===== config.mk =====
export PLATFORM = sky130hd
export DESIGN_NAME = lesf_score
export DESIGN_NICKNAME = d
export VERILOG_FILES = /design/src/sv/lesf_pkg.sv /design/src/sv/lesf_score.sv
export SDC_FILE = /design/constraint.sdc
export NUM_CORES = 1
export LEC_CHECK = 0
export BUFFER_PORTS_ARGS = -buffer_cell sky130_fd_sc_hd__buf_2
export CORE_UTILIZATION = 59
export DETAILED_ROUTE_END_ITERATION = 7
export PLACE_DENSITY = 0.86
export SYNTH_ARGS = -nofsm -noshare
export SYNTH_HDL_FRONTEND = slang
export SYNTH_SLANG_ARGS = --single-unit

===== constraint.sdc =====
create_clock -name clock -period 25.8 [get_ports clock]
set_input_delay 1.29 -clock clock [delete_from_list [all_inputs] [get_ports clock]]
set_output_delay 1.29 -clock clock [all_outputs]
set_load 0.01 [all_outputs]

===== src/sv/lesf_pkg.sv =====
// Shared constants, register indexes and stage control types for the square finder.
// No dependencies; imported by every module of the block except lesf_ram.
`timescale 1ns / 1ps

package lesf_pkg;

   localparam int MAX_WIDTH_DEF = 1024;
   localparam int ROW_BITS_DEF  = 16;

   localparam int CHAR_W     = 8;
   localparam int SIDE_W     = 11;
   localparam int OUT_COL_W  = 10;
   localparam int OUT_ROW_W  = 16;
   localparam int CSR_ADDR_W = 2;
   localparam int CSR_DATA_W = 11;
   localparam int REQ_DATA_W = 8;
   localparam int RSP_DATA_W = 40;

   localparam logic [CHAR_W-1:0] EMPTY_CHAR_RST    = 8'd46;
   localparam logic [CHAR_W-1:0] OBSTACLE_CHAR_RST = 8'd111;

   typedef enum logic [CSR_ADDR_W-1:0] {
      CSR_ROW_WIDTH     = 2'd0,
      CSR_EMPTY_CHAR    = 2'd1,
      CSR_OBSTACLE_CHAR = 2'd2
   } csr_index_type;

   // control bits of a cell held in the scoring stage
   typedef struct packed {
      logic last;       // final cell of the map
      logic first_row;
      logic first_col;
      logic fwd;        // line-buffer entry was being written as it was read
   } cell_ctl_type;

endpackage


===== src/sv/lesf_score.sv =====
// Scoring stage: three-way minimum, best-square tracking, line-buffer write-back, result register.
// Depends on lesf_pkg.
`timescale 1ns / 1ps

module lesf_score #(
   parameter int COL_BITS = 10,
   parameter int ROW_BITS = lesf_pkg::ROW_BITS_DEF
) (
   input  logic                           clock,
   input  logic                           reset,
   input  logic                           proc,
   input  lesf_pkg::cell_ctl_type         ctl,
   input  logic [lesf_pkg::CHAR_W-1:0]    cell_char,
   input  logic [COL_BITS-1:0]            col,
   input  logic [ROW_BITS-1:0]            row,
   input  logic [lesf_pkg::SIDE_W-1:0]    fwd_data,
   input  logic [lesf_pkg::SIDE_W-1:0]    ram_data,
   input  logic [lesf_pkg::CHAR_W-1:0]    empty_char,
   input  logic [lesf_pkg::CHAR_W-1:0]    obstacle_char,
   input  logic                           rsp_tready,
   output logic                           wb_en,
   output logic [COL_BITS-1:0]            wb_addr,
   output logic [lesf_pkg::SIDE_W-1:0]    wb_data,
   output logic                           rsp_tvalid,
   output logic [lesf_pkg::SIDE_W-1:0]    rsp_side,
   output logic [lesf_pkg::OUT_COL_W-1:0] rsp_col,
   output logic [lesf_pkg::OUT_ROW_W-1:0] rsp_row
);

   import lesf_pkg::*;

   logic [SIDE_W-1:0]    up, min_ul, min_all, score;
   logic [SIDE_W:0]      grown;
   logic [SIDE_W-1:0]    left_ff, diag_ff;
   logic [SIDE_W-1:0]    best_side_ff, nb_side;
   logic [COL_BITS-1:0]  best_col_ff, nb_col;
   logic [ROW_BITS-1:0]  best_row_ff, nb_row;
   logic                 rsp_valid_ff, rsp_valid_in;
   logic [SIDE_W-1:0]    rsp_side_ff;
   logic [OUT_COL_W-1:0] rsp_col_ff;
   logic [OUT_ROW_W-1:0] rsp_row_ff;

   always_comb begin
      up      = ctl.fwd ? fwd_data : ram_data;
      min_ul  = (up < left_ff) ? up : left_ff;
      min_all = (min_ul < diag_ff) ? min_ul : diag_ff;
      grown   = {1'b0, min_all} + 1'b1;

      if (cell_char == obstacle_char) begin
         score = '0;
      end else if (ctl.first_row || ctl.first_col) begin
         score = {{(SIDE_W-1){1'b0}}, cell_char == empty_char};
      end else if (grown[SIDE_W]) begin
         score = '1;
      end else begin
         score = grown[SIDE_W-1:0];
      end

      // strict compare keeps the topmost, then leftmost square on ties
      if (score > best_side_ff) begin
         nb_side = score;
         nb_col  = col;
         nb_row  = row;
      end else begin
         nb_side = best_side_ff;
         nb_col  = best_col_ff;
         nb_row  = best_row_ff;
      end

      rsp_valid_in = (proc && ctl.last) || (rsp_valid_ff && !rsp_tready);
   end

   always_ff @(posedge clock) begin
      if (reset) begin
         left_ff      <= '0;
         diag_ff      <= '0;
         best_side_ff <= '0;
         best_col_ff  <= '0;
         best_row_ff  <= '0;
         rsp_valid_ff <= 1'b0;
      end else begin
         rsp_valid_ff <= rsp_valid_in;
         if (proc) begin
            left_ff <= score;
            diag_ff <= up;
            if (ctl.last) begin
               best_side_ff <= '0;
               best_col_ff  <= '0;
               best_row_ff  <= '0;
            end else begin
               best_side_ff <= nb_side;
               best_col_ff  <= nb_col;
               best_row_ff  <= nb_row;
            end
         end
      end
   end

   always_ff @(posedge clock) begin
      if (proc && ctl.last) begin
         rsp_side_ff <= nb_side;
         rsp_col_ff  <= (nb_side != '0) ? OUT_COL_W'(nb_col) : '0;
         rsp_row_ff  <= (nb_side != '0) ? OUT_ROW_W'(nb_row) : '0;
      end
   end

   assign wb_en      = proc;
   assign wb_addr    = col;
   assign wb_data    = score;
   assign rsp_tvalid = rsp_valid_ff;
   assign rsp_side   = rsp_side_ff;
   assign rsp_col    = rsp_col_ff;
   assign rsp_row    = rsp_row_ff;

endmodule


## Yosys cells after proc, flatten, opt, wreduce, memory -nomap -nowiden

Cells that the tools add are included.

- Output and inout port bits: 60
- Bits of input ports: 80
- Flip-flop bits (word level): 97

- Reduce and logical (&&, ||, !) cells: 6
- Magnitude comparators: 3
- Add/sub/neg operators: 1
- Muxes and demuxes: 12
- Eq/ne operators: 2

Operators by type and width:

| cell | count |
|---|---|
| 2-to-1 mux 11 bit | 8 |
| 2-to-1 mux 16 bit | 2 |
| less-than comparator 11 bit | 2 |
| 2-to-1 mux 10 bit | 2 |
| equality test 8 bit | 2 |
| adder 11 x 1 -> 12 bit, second input constant | 1 |
| > comparator 11 bit | 1 |
| nonzero test 11 bit | 1 |
| logical AND 1 bit | 2 |
| logical OR 1 bit | 2 |
| zero test 1 bit | 1 |

## Logic depth before layout (Yosys ltp)

- Depth in word-level cells: 12
- Depth in mapped cells: 44

## Least setup slack after synthesis

No wires, ideal clock.

- Path type: input to register
- Start point: input ctl[0] (netlist bit)
- End point: register rsp_col_ff[0] (netlist: rsp_col[0]), data pin
- Arrival: 9.610 ns
- Slack: 15.931 ns
- Data required time: 25.541 ns
- Path buffers: 9
- Stages on the path: 41
- Cell sequence: buf_6 clkbuf_1 mux2i_1 inv_1 ha_1 nand4_1 nor3_1 a21oi_2 nand2_1 buf_2 buf_2 buf_2 o21ai_0 ha_1 a21oi_1 o21a_1 o21ai_0 a2111oi_2 [... 5 more ...] ha_1 buf_1 a21oi_1 mux2_2 or2_2 a21oi_1 ha_1 a2111oi_0 a211oi_1 a221o_1 o21ai_1 clkbuf_1 nor4_1 a21oi_1 o211ai_1 nor4_4 buf_6 a21oi_2

- Word-level cells in the longest chain between the ends: 12
- Elaborated cells on any way between the ends: 13
- Those cells by class: add/sub (1); order compare (3); mux (8); reduce/logical (1)

Ends and longest elaborated chain:

| item | line | text |
|---|---|---|
| start, declared | lesf_score.sv:12 | `input lesf_pkg::cell_ctl_type ctl,` |
| 2-to-1 mux 11 bit (*) | lesf_score.sv:44 | `up = ctl.fwd ? fwd_data : ram_data;` |
| named net up[8] | lesf_score.sv:32 | `logic [SIDE_W-1:0] up, min_ul, min_all, score;` |
| less-than comparator 11 bit | lesf_score.sv:45 | `min_ul = (up < left_ff) ? up : left_ff;` |
| 2-to-1 mux 11 bit (*) | lesf_score.sv:45 |  |
| less-than comparator 11 bit | lesf_score.sv:46 | `min_all = (min_ul < diag_ff) ? min_ul : diag_ff;` |
| 2-to-1 mux 11 bit (*) | lesf_score.sv:46 |  |
| adder 11 x 1 -> 12 bit (*) | lesf_score.sv:47 | `grown = {1'b0, min_all} + 1'b1;` |
| 2-to-1 mux 11 bit (*) | lesf_score.sv:53 | `end else if (grown[SIDE_W]) begin` |
| 2-to-1 mux 11 bit (*) | lesf_score.sv:51 | `end else if (ctl.first_row \|\| ctl.first_col) begin` |
| 2-to-1 mux 11 bit (*) | lesf_score.sv:49 | `if (cell_char == obstacle_char) begin` |
| named net wb_data, one bit | lesf_score.sv:23 | `output logic [lesf_pkg::SIDE_W-1:0] wb_data,` |
| > comparator 11 bit (*) | lesf_score.sv:60 | `if (score > best_side_ff) begin` |
| 2-to-1 mux 11 bit (*) | lesf_score.sv:60 |  |
| named net nb_side[2] | lesf_score.sv:35 | `logic [SIDE_W-1:0] best_side_ff, nb_side;` |
| nonzero test 11 bit (*) | lesf_score.sv:102 | `rsp_col_ff <= (nb_side != '0) ? OUT_COL_W'(nb_col) : '0;` |
| end signal, assigned | lesf_score.sv:102 |  |
| end, declared | lesf_score.sv:40 | `logic [OUT_COL_W-1:0] rsp_col_ff;` |

The timed path passes the listed nets; every way through them passes the cells marked *.
A chain may end at the register's enable or synchronous reset.

## Worst setup path after layout

- Start point: input ctl[0] (netlist bit)
- End point: register rsp_row_ff[2] (netlist: rsp_row[2]), data pin

- Word-level cells in the longest chain between the ends: 12
- Elaborated cells on any way between the ends: 13
- Those cells by class: add/sub (1); order compare (3); mux (8); reduce/logical (1)

Ends and longest elaborated chain:

| item | line | text |
|---|---|---|
| 2-to-1 mux 11 bit (*) | lesf_score.sv:44 |  |
| named net up[9] | lesf_score.sv:32 |  |
| less-than comparator 11 bit | lesf_score.sv:45 |  |
| 2-to-1 mux 11 bit (*) | lesf_score.sv:45 |  |
| less-than comparator 11 bit | lesf_score.sv:46 |  |
| 2-to-1 mux 11 bit (*) | lesf_score.sv:46 |  |
| adder 11 x 1 -> 12 bit (*) | lesf_score.sv:47 |  |
| 2-to-1 mux 11 bit (*) | lesf_score.sv:53 |  |
| 2-to-1 mux 11 bit (*) | lesf_score.sv:51 |  |
| 2-to-1 mux 11 bit (*) | lesf_score.sv:49 |  |
| > comparator 11 bit | lesf_score.sv:60 |  |
| 2-to-1 mux 11 bit (*) | lesf_score.sv:60 |  |
| named net nb_side[0] | lesf_score.sv:35 |  |
| nonzero test 11 bit (*) | lesf_score.sv:103 | `rsp_row_ff <= (nb_side != '0) ? OUT_ROW_W'(nb_row) : '0;` |
| end signal, assigned | lesf_score.sv:103 |  |
| end, declared | lesf_score.sv:41 | `logic [OUT_ROW_W-1:0] rsp_row_ff;` |

Marks and branches as above.

==> impl_results.md <==
- CTS tree: yes
- Final-report hold violation count: 0
- DRC Markers: 0
- Post-synthesis sequential area ratio: ~37%
- Ys Warns: 0
- GRT Overall Usage: approximately 34%
- Routability cong.: 1.04
- Most common cell on crit path: ha_1
- Clock sinks: 97
- Max Cap Violations: 0
- Net Sw Power: 0.274 mW
- Rows: 37
- Setup slack after layout: approximately 14 ns
- Synth Area per Inst: ~9.1 µm²
- Post-CTS Resized: 0
- FF+latch count, synth: 97
- Reg2reg setup slack: 15.46 ns
- Fin nets: a little over 900
- Largest net degree at the start of global routing: a little over 60
- Dominant synthesized flop cell: dfxtp_1
- Starting Density: 60.7%
- Status: completed
- First-pass GRT wire length: 28.8 mm
- Fin crit period: 11.78 ns
- Least-Margin Pin Slew: around 1.3 ns
- Share of layout cells above drive strength 1: approximately a quarter
- Distinct cells, synth: 76
- Clock Tree Buf Depth: 2
- Setup CP Type: input pin to flip-flop
- Reg power frac: between 30 and 40%
- Worst setup EP type: flip-flop
- Power Internal: 0.334 mW
- GR Overflow Total: 0
- RSZ-0062 raised after global routing: no
- Post-CTS Hold Buffers: 0
- Slew headroom: between 10% and 20%
- Mapped Nets: ~800
- Clock insertion delay at the later pin of the skew report: 0.38 ns
- Final Max Slew Viols: 0
- Power share of the combinational group: between 50% and 60%
- Io pins: 140
- PD cells: between 80 and 90 nW/µm²
- Post-DR wirelength/cell: about 20 µm
- Initial drt markers: 581
- Synth Instances: about 690
- Hold Crit Class: flip-flop to flip-flop
- Startpoint Class: input pin
- CP peak stage delay: 0.82 ns
- Die H: around 100 µm
- Setup TNS: 0 ns
- Via density: around 6.3
- Number of antenna diodes: 0
- DP HPWL: between 10 and 15 mm
- Leak Pwr: between 2 and 3 nW
- Max rail drop VDD: approximately 70 µV
- Clock share of power: between 10% and 20%
- Routed wire length: 18.4 mm
- Highest Clock Rate: roughly 0.085 GHz
- PortBufs: around 140
- Via count: around 5900
- Mapped Area: 6240 µm²
- Reg clk slew, reported paths: 0.10 ns
- Vias in the first global route: roughly 5400
- CP required: ~26 ns
- Area delta synth->final: 13.5%
- Post-CTS setup buffer count: 0
- Die Area: about 11000 µm²
- Final Cycle Share: 45.6%
- Final setup viols: 0
- Die width: 105 µm
- Initial antenna violation count: 0
- Async set-reset flop share out of synthesis: 0%
- Core area: 10300 µm²
- TritonCTS Buffers: 9
- Switching share of power: between 40 and 50%
- Arrival time worst endpoint: 11.99 ns
- H-tree depth: 3
- Worst-path fanout max: ~40
- CP max-delay cell: nand2_1
- Final Skew: ~0.018 ns
- Setup WS pre-CTS: 14.09 ns
- Root Buffer: clkbuf_8
- Power, Total: about 0.61 mW
- TritonRoute pass-1 iters: 6
- Post-synth EDFFs: 37
- Most frequent cells in the layout: buf_2, nor2_1, dfxtp_1
- Most common cell after layout, fill and taps aside: buf_2
- ANT nets after route: 0
## cell type report
| type | count | area [µm²] |
|---|---|---|
| multi-input combinational | 492 | 3500 |
| fill | 847 | 3190 |
| sequential | 97 | 2310 |
| timing repair buffer | 145 | 741 |
| inverter | 50 | 188 |
| tap | 136 | 170 |
| clock buffer | 10 | 128 |
| clock inverter | 6 | 50.0 |
## power groups by stage
stage	sequential, mW	clock (mW)	combinational, mW
after floorplan	0.202	0	0.234
after global placement	0.198	0	0.302
after detailed placement	0.199	0	0.310
after CTS	0.195	0.0956	0.312
after global routing	0.197	0.104	0.339
final	0.196	0.0960	0.317
## flip-flops by register name (all words and copies together) (netlist names)
signal,count
diag_ff,11
rsp_side,11
rsp_col,10
best_col_ff,10
best_side_ff,11
rsp_row,16
left_ff,11
best_row_ff,16
rsp_tvalid,1
## path summary, 6_finish.rpt
| check | startpoint | to | cells past startpoint |
|---|---|---|---|
| setup reg to reg | left_ff[8]$_SDFFE_PP0P_ | rsp_row[2]$_SDFFCE_PN0P_ | 31 |
| setup / recovery | ctl[0] | rsp_row[2]$_SDFFCE_PN0P_ | 33 |
| hold reg to reg | best_col_ff[9]$_SDFFE_PP0P_ | best_col_ff[9]$_SDFFE_PP0P_ | 2 |
| hold / removal | best_col_ff[9]$_SDFFE_PP0P_ | best_col_ff[9]$_SDFFE_PP0P_ | 2 |
## stage by stage
step                      cells  hold WS (ns)  utilization [%]  area (µm²)
final                       936         0.507             68.9        7080
after global routing        936         0.532             68.9        7080
after CTS                   936         0.505             68.9        7080
after detailed placement    920         0.488             67.2        6910
after global placement      920         0.467             67.2        6910
after floorplan             687         0.454                -        6240
## worst max-delay path: cells and delay by family
family	cells	cell delay, ns
compound gates	12	3.71
mux	1	0.51
buf+inv	5	1.64
simple gates	10	2.99
fa+ha+maj	4	1.69
xor+xnor	1	0.10
## Yosys cell counts (all sizes together), types with 4 or more instances
library cell,count,share of area (%)
a211oi,18,2.2
a21oi,62,6.3
a22oi,36,4.3
and2,4,0.40
buf,28,3.0
clkbuf,20,1.2
dfxtp,60,19
edfxtp,37,18
ha,32,6.4
inv,50,3.0
mux2,7,1.3
mux2i,45,7.3
nand2,41,2.6
nand3,16,1.3
nand4,9,0.90
nor2,79,4.8
nor3,15,1.2
nor4,7,1.2
o211ai,4,0.48
o21a,7,0.86
o21ai,29,2.6
xnor2,15,2.1
xor2,13,1.8
## layer usage
| layer | GRT usage (%) | wire length (µm) | up-vias | part of all wire, % |
|---|---|---|---|---|
| li1 | - | - | 2706 | - |
| met1 | 47.6 | 7670 | 2825 | 42 |
| met2 | 52.6 | 8320 | 351 | 45 |
| met3 | 6.18 | 1960 | 45 | 11 |
| met4 | 9.86 | 459 | 0 | 2.5 |
| met5 | 0 | 0 | - | 0 |
## cells by family (layout without fill, tap and decap cells)
group,Yosys count,count (layout),synth area share (%)
AND/OR/NAND/NOR,189,189,14.5
AO/OA/AOI/OAI,191,191,22.3
buffers and inverters,98,211,7.26
XOR/XNOR,28,28,3.93
flip-flops,97,97,37.0
adder cells (fa/ha/maj),32,32,6.42
multiplexers,52,52,8.60
Power figures use the tool's default switching activity.
