**config.mk**
```make
export PLATFORM = sky130hd
export DESIGN_NAME = lesf_ram
export DESIGN_NICKNAME = d
export VERILOG_FILES = /design/src/sv/lesf_ram.sv
export SDC_FILE = /design/constraint.sdc
export NUM_CORES = 1
export LEC_CHECK = 0
export BUFFER_PORTS_ARGS = -buffer_cell sky130_fd_sc_hd__buf_2
export CAP_MARGIN = 10
export CORE_MARGIN = 1
export CORE_UTILIZATION = 65
export DETAILED_ROUTE_END_ITERATION = 12
export HOLD_SLACK_MARGIN = 0.02
export PLACE_DENSITY = 0.85
export SLEW_MARGIN = 20
export SYNTH_ARGS = -nofsm -noshare
export SYNTH_HDL_FRONTEND = slang
export SYNTH_SLANG_ARGS = --single-unit
```
**constraint.sdc**
```tcl
create_clock -name clock -period 4.3 [get_ports clock]
set_input_delay 0.215 -clock clock [delete_from_list [all_inputs] [get_ports clock]]
set_output_delay 0.215 -clock clock [all_outputs]
set_load 0.01 [all_outputs]
```
**src/sv/lesf_ram.sv**
```systemverilog
// Generic simple dual-port RAM: one write port, one read port with registered data.
// No dependencies.
`timescale 1ns / 1ps

module lesf_ram #(
   parameter int WIDTH = 8,
   parameter int DEPTH = 16
) (
   input  logic                     clock,
   input  logic                     wr_en,
   input  logic [$clog2(DEPTH)-1:0] wr_addr,
   input  logic [WIDTH-1:0]         wr_data,
   input  logic                     rd_en,
   input  logic [$clog2(DEPTH)-1:0] rd_addr,
   output logic [WIDTH-1:0]         rd_data
);

   logic [WIDTH-1:0] mem [DEPTH];
   logic [WIDTH-1:0] rd_data_ff;

   always_ff @(posedge clock) begin
      if (wr_en) begin
         mem[wr_addr] <= wr_data;
      end
      if (rd_en) begin
         rd_data_ff <= mem[rd_addr];
      end
   end

   assign rd_data = rd_data_ff;

endmodule

```
After elaboration in Yosys (flattened, before gate mapping):

Memories as Yosys holds them, arrays and structs flattened. A register that Yosys moved wholly into a read port is not among the register bits.
Cells that the tools add are included.

* muxes and demuxes: 2

Operators by type and width (number)
* $mux 1: 2

* flip-flop bits (word level): 0
* RAM bits: 128
* bits of input ports: 19
* output and inout bits: 8
* logic and storage cells: 3
* memories kept: 1

Memory list
* mem: depth 16, bits a word 8, read ports 1, clocked after memory_dff 1, wr ports 1, RTL line 18 `logic [WIDTH-1:0] mem [DEPTH];`

Longest topological paths before layout:

Gate-level depths: netlist of run 1.

* word-level depth: 2
* gate-level depth with buffers: 5
* depth with buffers taken out: 3

Least setup slack after synthesis of run 1:

OpenSTA, ideal clock, no wires.

* path type: input -> register
* start: input port wr_addr[2]
* end: memory mem[0][0], enable pin
* library setup time: 0.383 ns
* arrival: 1.325 ns
* required time: 3.917 ns
* slack: 2.592 ns
* cell stages on the path: 2
* path buffers: 0
* path through: or3b_2 > nor3_1

RTL lines
* from (decl): RTL line 11 `input logic [$clog2(DEPTH)-1:0] wr_addr,`
* to (decl): RTL line 18

No word-level cell before the write port.

==> impl_results.md, run 1 <==
* Post-synthesis sequential area ratio at 78.12%
* Post-route cell area at 0.006040 mm^2
* CP endpoint kind: flop
* LEAKAGE at 2.015 nW
* Sw Share at 20.23%
* Fin crit share at 41.56%
* CTS buffer count at 17
* CTS sink cnt at 136
* Synth Area per Inst at 22.83 um^2
* Initial antenna violation count at 0
* # nets final at 286
* Residual DRC count at 0
* Post-CTS Repair Setup Buffers at 0
* Hold Crit Class: in -> reg
* MaxCap Viol Count at 0
* Rel. slew slack at 32.97%
* Iteration-0 DRC Markers at 220
* Total Wirelength at 10170 um
* P_sw at 0.6318 mW
* Worst Setup Start Kind: input port
* Grt met1 use at 36.97%
* Synth cell types at 18
* DIE AREA at 0.008405 mm^2
* Tightest Pin Transition at 1005 ps
* RSZ-0062 raised after global routing: false
* Post-synthesis cell count at 229
* WL per Instance at 26.63 um
* Post-CTS Hold Buffers at 0
* Setup violators final at 0
* Sequential Power Share at 48.2%
* TritonCTS clock tree: built
* Core ar. at 0.007767 mm^2
* IR drop worst, VDD at 423.3 uV
* Setup_tns at 0 ps
* M3 GR Usage at 8.872%
* Via count at 2492
* Int Pwr at 2.491 mW
* Met2 Use GR at 38.72%
* Status: finished, final reports clean
* Crit-path max cell delay at 750 ps
* Synth Net Count at 248
* Buffers on Ports at 26
* Clock skew at 5.435 ps
* Yosys Warn Count at 0
* EDFF count, synth at 136
* Starting Density at 67.30%
* Global-route usage over all layers at 26.78%
* Busiest layer in global routing: met2
* Worst Path Required at 4570 ps
* Layout cells sized above 1 at 28.57%
* Top_reg_cell synth: edfxtp_1
* Number of global-route vias before repair at 2553
* Kind of critical path: in -> reg
* Width of the die at 91.68 um
* Fmax at 559.6 MHz
* CP max FO at 32
* Yosys top cell area share at 78.12%
* DR pass1 iterations at 5
* Seq cells post-synth at 136
* DP Cell Count at 350
* Crit path max-delay cell type: buf_2
* Via-per-instance ratio at 6.524
* Largest net degree at the start of global routing at 33
* Cell with the most instances after synthesis: edfxtp_1
* Std cell rows at 32
* Multi-input logic area at 0.001062 mm^2
* Mapped cell area at 0.005228 mm^2
* Asr flop ratio synth at 0%
* Pins Over Slew Limit at 0
* Num ports at 27
* Post-route ant nets at 0
* Area growth from synthesis to layout at 15.53%
* Synth top cells by count: edfxtp_1, mux4_2, a22oi_1
* RD Place Congestion at 0.7270
* Storage cell area at 0.004084 mm^2
* H-Tree Depth at 4
* Cell taking the most area after synthesis: edfxtp_1
* Antenna diode count at 0
* Final Hold Fails at 0
* Maximum buffer depth of the clock tree at 2
* CP Cell Sequence: buf_2, mux4_1, a22oi_1, nand2_1
* Final min period at 1787 ps
* Final non-filler cell total at 382
* Grt total ovfl at 0
* DP Area at 0.005426 mm^2
* HPWL after DPL at 5536 um
* CTS root buffer: clkbuf_8
* First-pass GRT wire length at 15120 um
* Comb pwr share at 4.2%
* Clk_lat worst skew at 520 ps
* CP arrival at 2050 ps
* Power Density at 517.0 mW/mm^2
* Clock power frac at 47.7%
* Cells taking the most area after synthesis: edfxtp_1, mux4_2, mux4_1, a22oi_1, nor2_1
* Post_cts resized at 0
* Die Span Y at 91.68 um
* Filler cells at 386
* CTS clk-pin slew, worst paths at 60 ps
-- power by group through the flow --
stage                     clock network, mW  logic (mW)  registers [mW]
final                                  1.49       0.130            1.50
after global routing                   1.55       0.139            1.51
after CTS                              1.49       0.131            1.50
after detailed placement                  0       0.129            1.53
after global placement                    0       0.125            1.53
after floorplan                           0      0.0754            1.53
-- kinds of logic after synthesis --
kind of cell | after synthesis | synth area share, %
AND/OR/NAND/NOR | 35 | 3.136
multiplexers | 32 | 14.79
AO/OA/AOI/OAI | 16 | 2.298
buffers and inverters | 10 | 1.651
flip-flops | 136 | 78.12
-- flip-flops by register name (all words and copies together) (netlist names) --
name / cells
mem: 128
rd_data: 8
-- through the flow --
step                      hold slack, ps  setup slack (ps)  power, mW  utilization, %
after floorplan                    313.9              2592      1.606               -
after global placement             597.7              1959      1.653           69.86
after detailed placement           602.3              1950      1.659           69.86
after CTS                          61.18              2466      3.127           77.75
after global routing               59.01              2412      3.190           77.75
final                              74.40              2513      3.123           77.75
-- metal layers --
metal	up-vias	wire, um
li1	1059	-
met1	1260	3916
met2	143	4889
met3	30	959
met4	0	407
met5	-	0
-- placed cells by master (no fill, tap or decap) --
master and n:
clkbuf_1 1, and2b_1 1, nor2b_1 1, or3b_2 1
clkbuf_16 16, inv_6 3, nand2b_1 2, mux4_1 14
nor3_2 1, and2_1 1, clkbuf_8 1, clkinvlp_4 4
nor3_1 3, clkinv_4 1, clkinv_2 2, buf_4 3
nand3b_1 2, mux4_2 18, edfxtp_1 136, bufinv_16 4
buf_2 26, nor2_1 13, nand2_1 9, nand3_1 1
a22oi_1 16
-- area by class of cell --
cell class	count	area share [%]
repair buffers	29	2.527
clock buffers	18	6.919
well taps	102	2.113
flip-flops and latches	136	67.62
multi-input cells	83	17.59
clock inverters	14	3.232
-- worst paths after layout --
kind | start | endpoint | slack [ps] | cells past startpoint
setup / recovery | rd_addr[0] | rd_data[4]$_DFFE_PP_ | 2510 | 4
hold / removal | rd_en | rd_data[0]$_DFFE_PP_ | 70 | 1
setup reg to reg | mem[8][7]$_DFFE_PP_ | rd_data[7]$_DFFE_PP_ | 2700 | 3
hold reg to reg | mem[14][0]$_DFFE_PP_ | rd_data[0]$_DFFE_PP_ | 760 | 3
-- critical path: cells and delay by family --
kind,cells,cell delay [ps]
compound gates,1,330
simple gates,1,80
mux,1,660
buf+inv,1,750
Power figures use the tool's default switching activity.
==> run 2: changes to the inputs <==
Settings changed: CORE_UTILIZATION 65 to 60, PLACE_DENSITY 0.85 to 0.79.
Clock period 4.3 ns to 1.8 ns, I/O delays scaled along.
==> impl_results.md, run 2 (same netlist as run 1, synthesis figures left out) <==
* Status: finished, final reports clean
* Num ports at 27 (unchanged)
* CTS buffer count at 17 (unchanged)
* Via-per-instance ratio at 6.302 (-3.4%)
* CP Cell Sequence: mux4_2, a22oi_1, nand2_1
* Setup violators final at 0 (unchanged)
* CTS sink cnt at 136 (unchanged)
* Most flop-heavy register: mem
* TritonCTS clock tree: built
* Power Density at 1143 mW/mm^2 (+120%)
* Std cell rows at 33 (+3.1%)
* Residual DRC count at 0 (unchanged)
* Via count at 2590 (+3.9%)
* Commonest non-fill, non-tap cells in the layout: edfxtp_1, buf_2, buf_4
* Initial antenna violation count at 0 (unchanged)
* Max reg flops at 128 (unchanged)
* Crit-path max cell delay at 490 ps (-260 ps)
* Fmax at 653.3 MHz
* Iteration-0 DRC Markers at 287 (+30%)
* CTS clk-pin slew, worst paths at 60 ps (about the same)
* RSZ-0062 raised after global routing: false
* Setup_tns at 0 ps (unchanged)
* RD Place Congestion at 0.7245 (-0.34%)
* WL per Instance at 25.55 um (-4.0%)
* Area growth from synthesis to layout at 19.44%
* Most common cell after layout, fill and taps aside: edfxtp_1
* Final Util at 74.86% (-2.9 points)
* HPWL after DPL at 6225 um (+12%)
* Hold Crit Class: in -> reg
* First-pass GRT wire length at 15810 um (+4.6%)
* Fin crit share at 85.04%
* Antenna diode count at 0 (unchanged)
* Starting Density at 62.68% (-4.6 points)
* Worst Path Required at 2050 ps (-2520 ps)
* Pins Over Slew Limit at 0 (unchanged)
* Tightest Pin Transition at 679.0 ps (-326.5 ps)
* Clock skew at 4.548 ps (-0.8865 ps)
* Layout cells sized above 1 at 31.70% (+3.1 points)
* H-Tree Depth at 4 (unchanged)
* Final min period at 1531 ps
* Buffers on Ports at 26 (unchanged)
* CP endpoint kind: flop
* Maximum buffer depth of the clock tree at 2 (unchanged)
* LEAKAGE at 2.142 nW (+6.3%)
* CP max FO at 1 (-97%)
* Width of the die at 95.34 um (+4.0%)
* CP arrival at 1780 ps (-270 ps)
* MaxCap Viol Count at 0 (unchanged)
* Kind of critical path: reg -> reg
* Rel. slew slack at 54.57% (+22 points)
* Worst Setup Start Kind: flop
* Clk_lat worst skew at 510 ps (about the same)
* Crit path max-delay cell type: mux4_2
* Die Span Y at 95.34 um (+4.0%)
* Global-route usage over all layers at 26.57% (-0.20 points)
* DR pass1 iterations at 7 (+2)
* Post-CTS Repair Setup Buffers at 0 (unchanged)
* Grt total ovfl at 0 (unchanged)
* Post-route ant nets at 0 (unchanged)
* Final Hold Fails at 0 (unchanged)
* # nets final at 314 (+9.8%)
* Total Wirelength at 10500 um (+3.3%)
* Core ar. at 0.008341 mm^2 (+7.4%)
* DIE AREA at 0.009090 mm^2 (+8.1%)
* CTS root buffer: clkbuf_8
* Largest net degree at the start of global routing at 33 (unchanged)
* Number of global-route vias before repair at 2719 (+6.5%)
* IR drop worst, VDD at 750.4 uV (+77%)
[run 2: report_power, final]
part | leakage [nW] | total (mW) | internal [mW] | switching (mW)
Clock | 0.265 | 3.19 | 1.94 | 1.25
Combinational | 0.641 | 0.356 | 0.159 | 0.198
Sequential | 1.24 | 3.59 | 3.57 | 0.0195
[run 2: layer usage]
layer  up-vias  GRT usage (%)  routed length, um
met2       120          41.49               5191
met4         0          10.86                269
li1       1112              -                  -
met3        19          5.901                624
met5         -              0                  0
met1      1339          36.95               4418
[run 2: metrics by stage]
step	hold WS, ps	setup slack, ps	total power [mW]	cell area (um^2)	std cells
after floorplan	188.9	217.1	3.835	5228	229
after global placement	458.9	201.6	3.974	5605	372
after detailed placement	480.8	93.96	3.995	5605	372
after CTS	116.7	259.8	7.173	6243	411
after global routing	123.4	189.6	7.326	6243	411
final	132.3	269.2	7.135	6243	411
[run 2: cell type report]
class,count,area (um^2)
clock inverters,13,133.9
flip-flops and latches,136,4084
repair buffers,57,422.9
well taps,105,131.4
fillers,468,2097
multi-input cells,83,1057
clock buffers,17,414.1
[run 2: final timing paths]
path                                            from                    to  slack [ps]  cells past startpoint
worst max-delay path             mem[3][4]$_DFFE_PP_  rd_data[4]$_DFFE_PP_         270                      3
worst min-delay path                      wr_addr[0]   mem[4][4]$_DFFE_PP_         130                      3
worst max register to register   mem[3][4]$_DFFE_PP_  rd_data[4]$_DFFE_PP_         270                      3
worst min register to register  mem[12][0]$_DFFE_PP_  rd_data[0]$_DFFE_PP_         770                      3
[run 2: worst max-delay path, delay by kind of cell, from the launching register on]
kind	cells	cell delay [ps]
AOI/OAI and AO/OA	1	310
muxes	1	490
DFF	1	360
and+or+nand+nor	1	120
[run 2: what timing repair did]
action,CTS,global route
hold buffers,9,0
hold endpoints to repair,136,0
gates resized for setup,0,0
endpoints found under the setup margin,0,0
==> run 3: changes to the inputs <==
Settings changed: ABC_AREA from default to 1, CORE_UTILIZATION 60 to 61, PLACE_DENSITY 0.79 to 0.8, REMOVE_ABC_BUFFERS from default to 1.
==> impl_results.md, run 3 <==
* Largest net degree at the start of global routing at 65 (+97%)
* Clk_lat worst skew at 520 ps (about the same)
* CTS root buffer: clkbuf_8
* RSZ-0062 raised after global routing: false
* HPWL after DPL at 7867 um (+26%)
* Multi-input logic area at 0.001214 mm^2 (+15%)
* Synth top cells by count: nand2_1, edfxtp_1, inv_1
* Initial antenna violation count at 0 (unchanged)
* Crit-path max cell delay at 350 ps (-140 ps)
* CP arrival at 1480 ps (-300 ps)
* Die Span Y at 99.91 um (+4.8%)
* Clock power frac at 47.8% (+3.1 points)
* Num ports at 27 (unchanged)
* IR drop worst, VDD at 653.3 uV (-13%)
* Post-CTS Repair Setup Buffers at 0 (unchanged)
* Cell taking the most area after synthesis: edfxtp_1
* CP endpoint kind: flop
* Tightest Pin Transition at 714.2 ps (+35.20 ps)
* Via count at 4215 (+63%)
* DR pass1 iterations at 7 (unchanged)
* Largest family of logic cells by synthesized area: simple AND/OR/NAND/NOR gates
* Grt total ovfl at 0 (unchanged)
* TritonCTS clock tree: built
* Crit path top cell by count: nand3_1
* Most flop-heavy register: mem
* Std cell rows at 35 (+6.1%)
* Post-synthesis sequential area ratio at 69.85% (-8.3 points)
* # nets final at 618 (+97%)
* P_sw at 1.678 mW (+15%)
* Setup_tns at 0 ps (unchanged)
* Residual DRC count at 0 (unchanged)
* Mux contribution to synthesized area at 0% (-15 points)
* EDFF count, synth at 136 (unchanged)
* Worst Path Required at 2070 ps (+20 ps)
* WL per Instance at 19.14 um (-25%)
* Yosys Warn Count at 0 (unchanged)
* Reg2Reg Launch Point: mem[8][5]$_DFFE_PP_
* Maximum buffer depth of the clock tree at 2 (unchanged)
* Synth Area per Inst at 10.61 um^2 (-54%)
* CP Cell Sequence: inv_1, nand2_1, nand3_1, nand3_1, nand3_1, nand2_1
* Global-route usage over all layers at 30.99% (+4.4 points)
* Core ar. at 0.009284 mm^2 (+11%)
* Buffers on Ports at 26 (unchanged)
* Hold Crit Class: in -> reg
* Status: finished, final reports clean
* Final Hold Fails at 0 (unchanged)
* Kind of critical path: reg -> reg
* First-pass GRT wire length at 22130 um (+40%)
* Synth cell types at 11 (-7)
* DIE AREA at 0.009981 mm^2 (+9.8%)
* CP max FO at 1 (unchanged)
* Total Wirelength at 14180 um (+35%)
* Xor/xnor share of the synthesized area at 0% (unchanged)
* Final min period at 1208 ps (-323.1 ps)
* RD Place Congestion at 0.8634 (+19%)
* Starting Density at 62.98% (+0.30 points)
* Setup violators final at 0 (unchanged)
* Iteration-0 DRC Markers at 623 (+120%)
* Storage cell area at 0.004084 mm^2 (unchanged)
* Pins Over Slew Limit at 0 (unchanged)
* Max reg flops at 128 (unchanged)
* Hold Crit Start: rd_addr[1]
* MaxCap Viol Count at 0 (unchanged)
* Clock skew at 10.19 ps (+5.638 ps)
* Via-per-instance ratio at 5.688 (-9.7%)
* Post-synthesis simple-gate area fraction at 20.76% (+18 points)
* Worst Setup Start Kind: flop
* Asr flop ratio synth at 0% (unchanged)
* Cell with the most instances after synthesis: nand2_1
* Crit path max-delay cell type: edfxtp_1
* Number of global-route vias before repair at 4175 (+54%)
* Fmax at 828.0 MHz (+27%)
* Mapped cell area at 0.005847 mm^2 (+12%)
* Post-Synth Adder-Cell Area at 0% (unchanged)
* Comb pwr share at 6.0% (+1.0 points)
* CTS clk-pin slew, worst paths at 60 ps (about the same)
* Pre-CTS WS at 377.2 ps (+283.3 ps)
* Most common cell after layout, fill and taps aside: nand2_1
* Sw Share at 21.58% (+1.0 points)
* Critical Path Source: mem[8][5]$_DFFE_PP_
* Int Pwr at 6.099 mW (+7.6%)
* Final worst setup slack at 592.3 ps (+323.1 ps)
* Area growth from synthesis to layout at 17.38%
* Filler cells at 571 (+22%)
* Commonest non-fill, non-tap cells in the layout: nand2_1, edfxtp_1, inv_1
* Width of the die at 99.91 um (+4.8%)
* Top_reg_cell synth: edfxtp_1
* Compound-Gate Fraction of Synth Area at 0% (-2.3 points)
* Seq cells post-synth at 136 (unchanged)
* Post-synthesis cell count at 551 (+140%)
* Post_cts resized at 0 (unchanged)
* Cells taking the most area after synthesis: edfxtp_1, nand2_1, nand3_1, inv_1, buf_6
* Sequential Power Share at 46.2% (-4.1 points)
* CTS buffer count at 17 (unchanged)
* Overall power at 7.777 mW (+9.0%)
* Yosys top cell area share at 69.85% (-8.3 points)
* Post-route ant nets at 0 (unchanged)
* H-Tree Depth at 4 (unchanged)
* LEAKAGE at 2.970 nW (+39%)
* Power Density at 1133 mW/mm^2 (-0.83%)
* Antenna diode count at 0 (unchanged)
* Rel. slew slack at 52.21% (-2.4 points)
* Fin crit share at 67.09% (-18 points)
* Layout cells sized above 1 at 12.25% (-19 points)
* CTS sink cnt at 136 (unchanged)
run 3: changes by cell type after synthesis, moves of 2 or more:
| cell | before | now |
|---|---|---|
| nand2_1 | 9 | 173 |
| inv_1 | 0 | 100 |
| nand3_1 | 1 | 97 |
| mux4_2 | 18 | 0 |
| a22oi_1 | 16 | 0 |
| mux4_1 | 14 | 0 |
| buf_2 | 3 | 13 |
| nor2_1 | 13 | 17 |
| nor3_1 | 4 | 0 |
| buf_4 | 1 | 4 |
| buf_6 | 3 | 6 |
| clkdlybuf4s25_2 | 3 | 0 |
| inv_2 | 0 | 2 |
| nand2b_1 | 2 | 0 |
run 3: metrics by stage:
| step | utilization, % | instances | hold WS, ps | cell area [um^2] |
|---|---|---|---|---|
| floorplan | - | 527 | 188.9 | 5680 |
| global placement | 65.97 | 699 | 468.4 | 6125 |
| detailed placement | 65.97 | 699 | 468.5 | 6125 |
| CTS | 73.92 | 741 | 114.4 | 6863 |
| global route | 73.92 | 741 | 147.8 | 6863 |
| finish | 73.92 | 741 | 148.6 | 6863 |
run 3: cells by family after synthesis:
kind of cell | Yosys count
buf+inv | 126
simple gates | 289
flops | 136
run 3: area by class of cell:
class | instances | share of cell area [%]
sequential | 136 | 59.51
timing repair buffer | 53 | 5.579
multi-input combinational | 289 | 17.68
inverter | 102 | 5.579
tap | 129 | 2.352
clock inverter | 15 | 3.263
clock buffer | 17 | 6.035
run 3: final timing paths:
| check | end | slack (ps) | depth (start not counted) |
|---|---|---|---|
| setup / recovery | rd_data[5]$_DFFE_PP_ | 590 | 6 |
| hold / removal | rd_data[6]$_DFFE_PP_ | 150 | 5 |
| setup reg to reg | rd_data[5]$_DFFE_PP_ | 590 | 6 |
| hold reg to reg | rd_data[4]$_DFFE_PP_ | 770 | 6 |
run 3: power groups by stage:
stage	registers, mW	clock network [mW]	logic [mW]
after CTS	3.59	3.73	0.459
after floorplan	3.66	0	0.191
after global routing	3.60	3.85	0.506
final	3.59	3.72	0.470
after global placement	3.65	0	0.412
after detailed placement	3.66	0	0.427
run 3: layer usage:
layer  vias to the layer above  global-route usage [%]  share of wire [%]
li1                       1879                       -                  -
met1                      1973                   39.37                 36
met2                       310                   50.13                 50
met3                        53                   8.148                 11
met4                         0                   14.82                3.0
met5                         -                       0                  0
run 3: repair_timing:
| item | CTS | global route |
|---|---|---|
| hold endpoints to repair | 137 | 0 |
| setup endpoints to repair | 0 | 0 |
| hold buffers | 10 | 0 |
run 3: critical path: cells and delay by family, from the launching register on:
| kind | cells | cell delay [ps] |
|---|---|---|
| buffers and inverters | 1 | 70 |
| and+or+nand+nor | 5 | 530 |
| DFF | 1 | 350 |
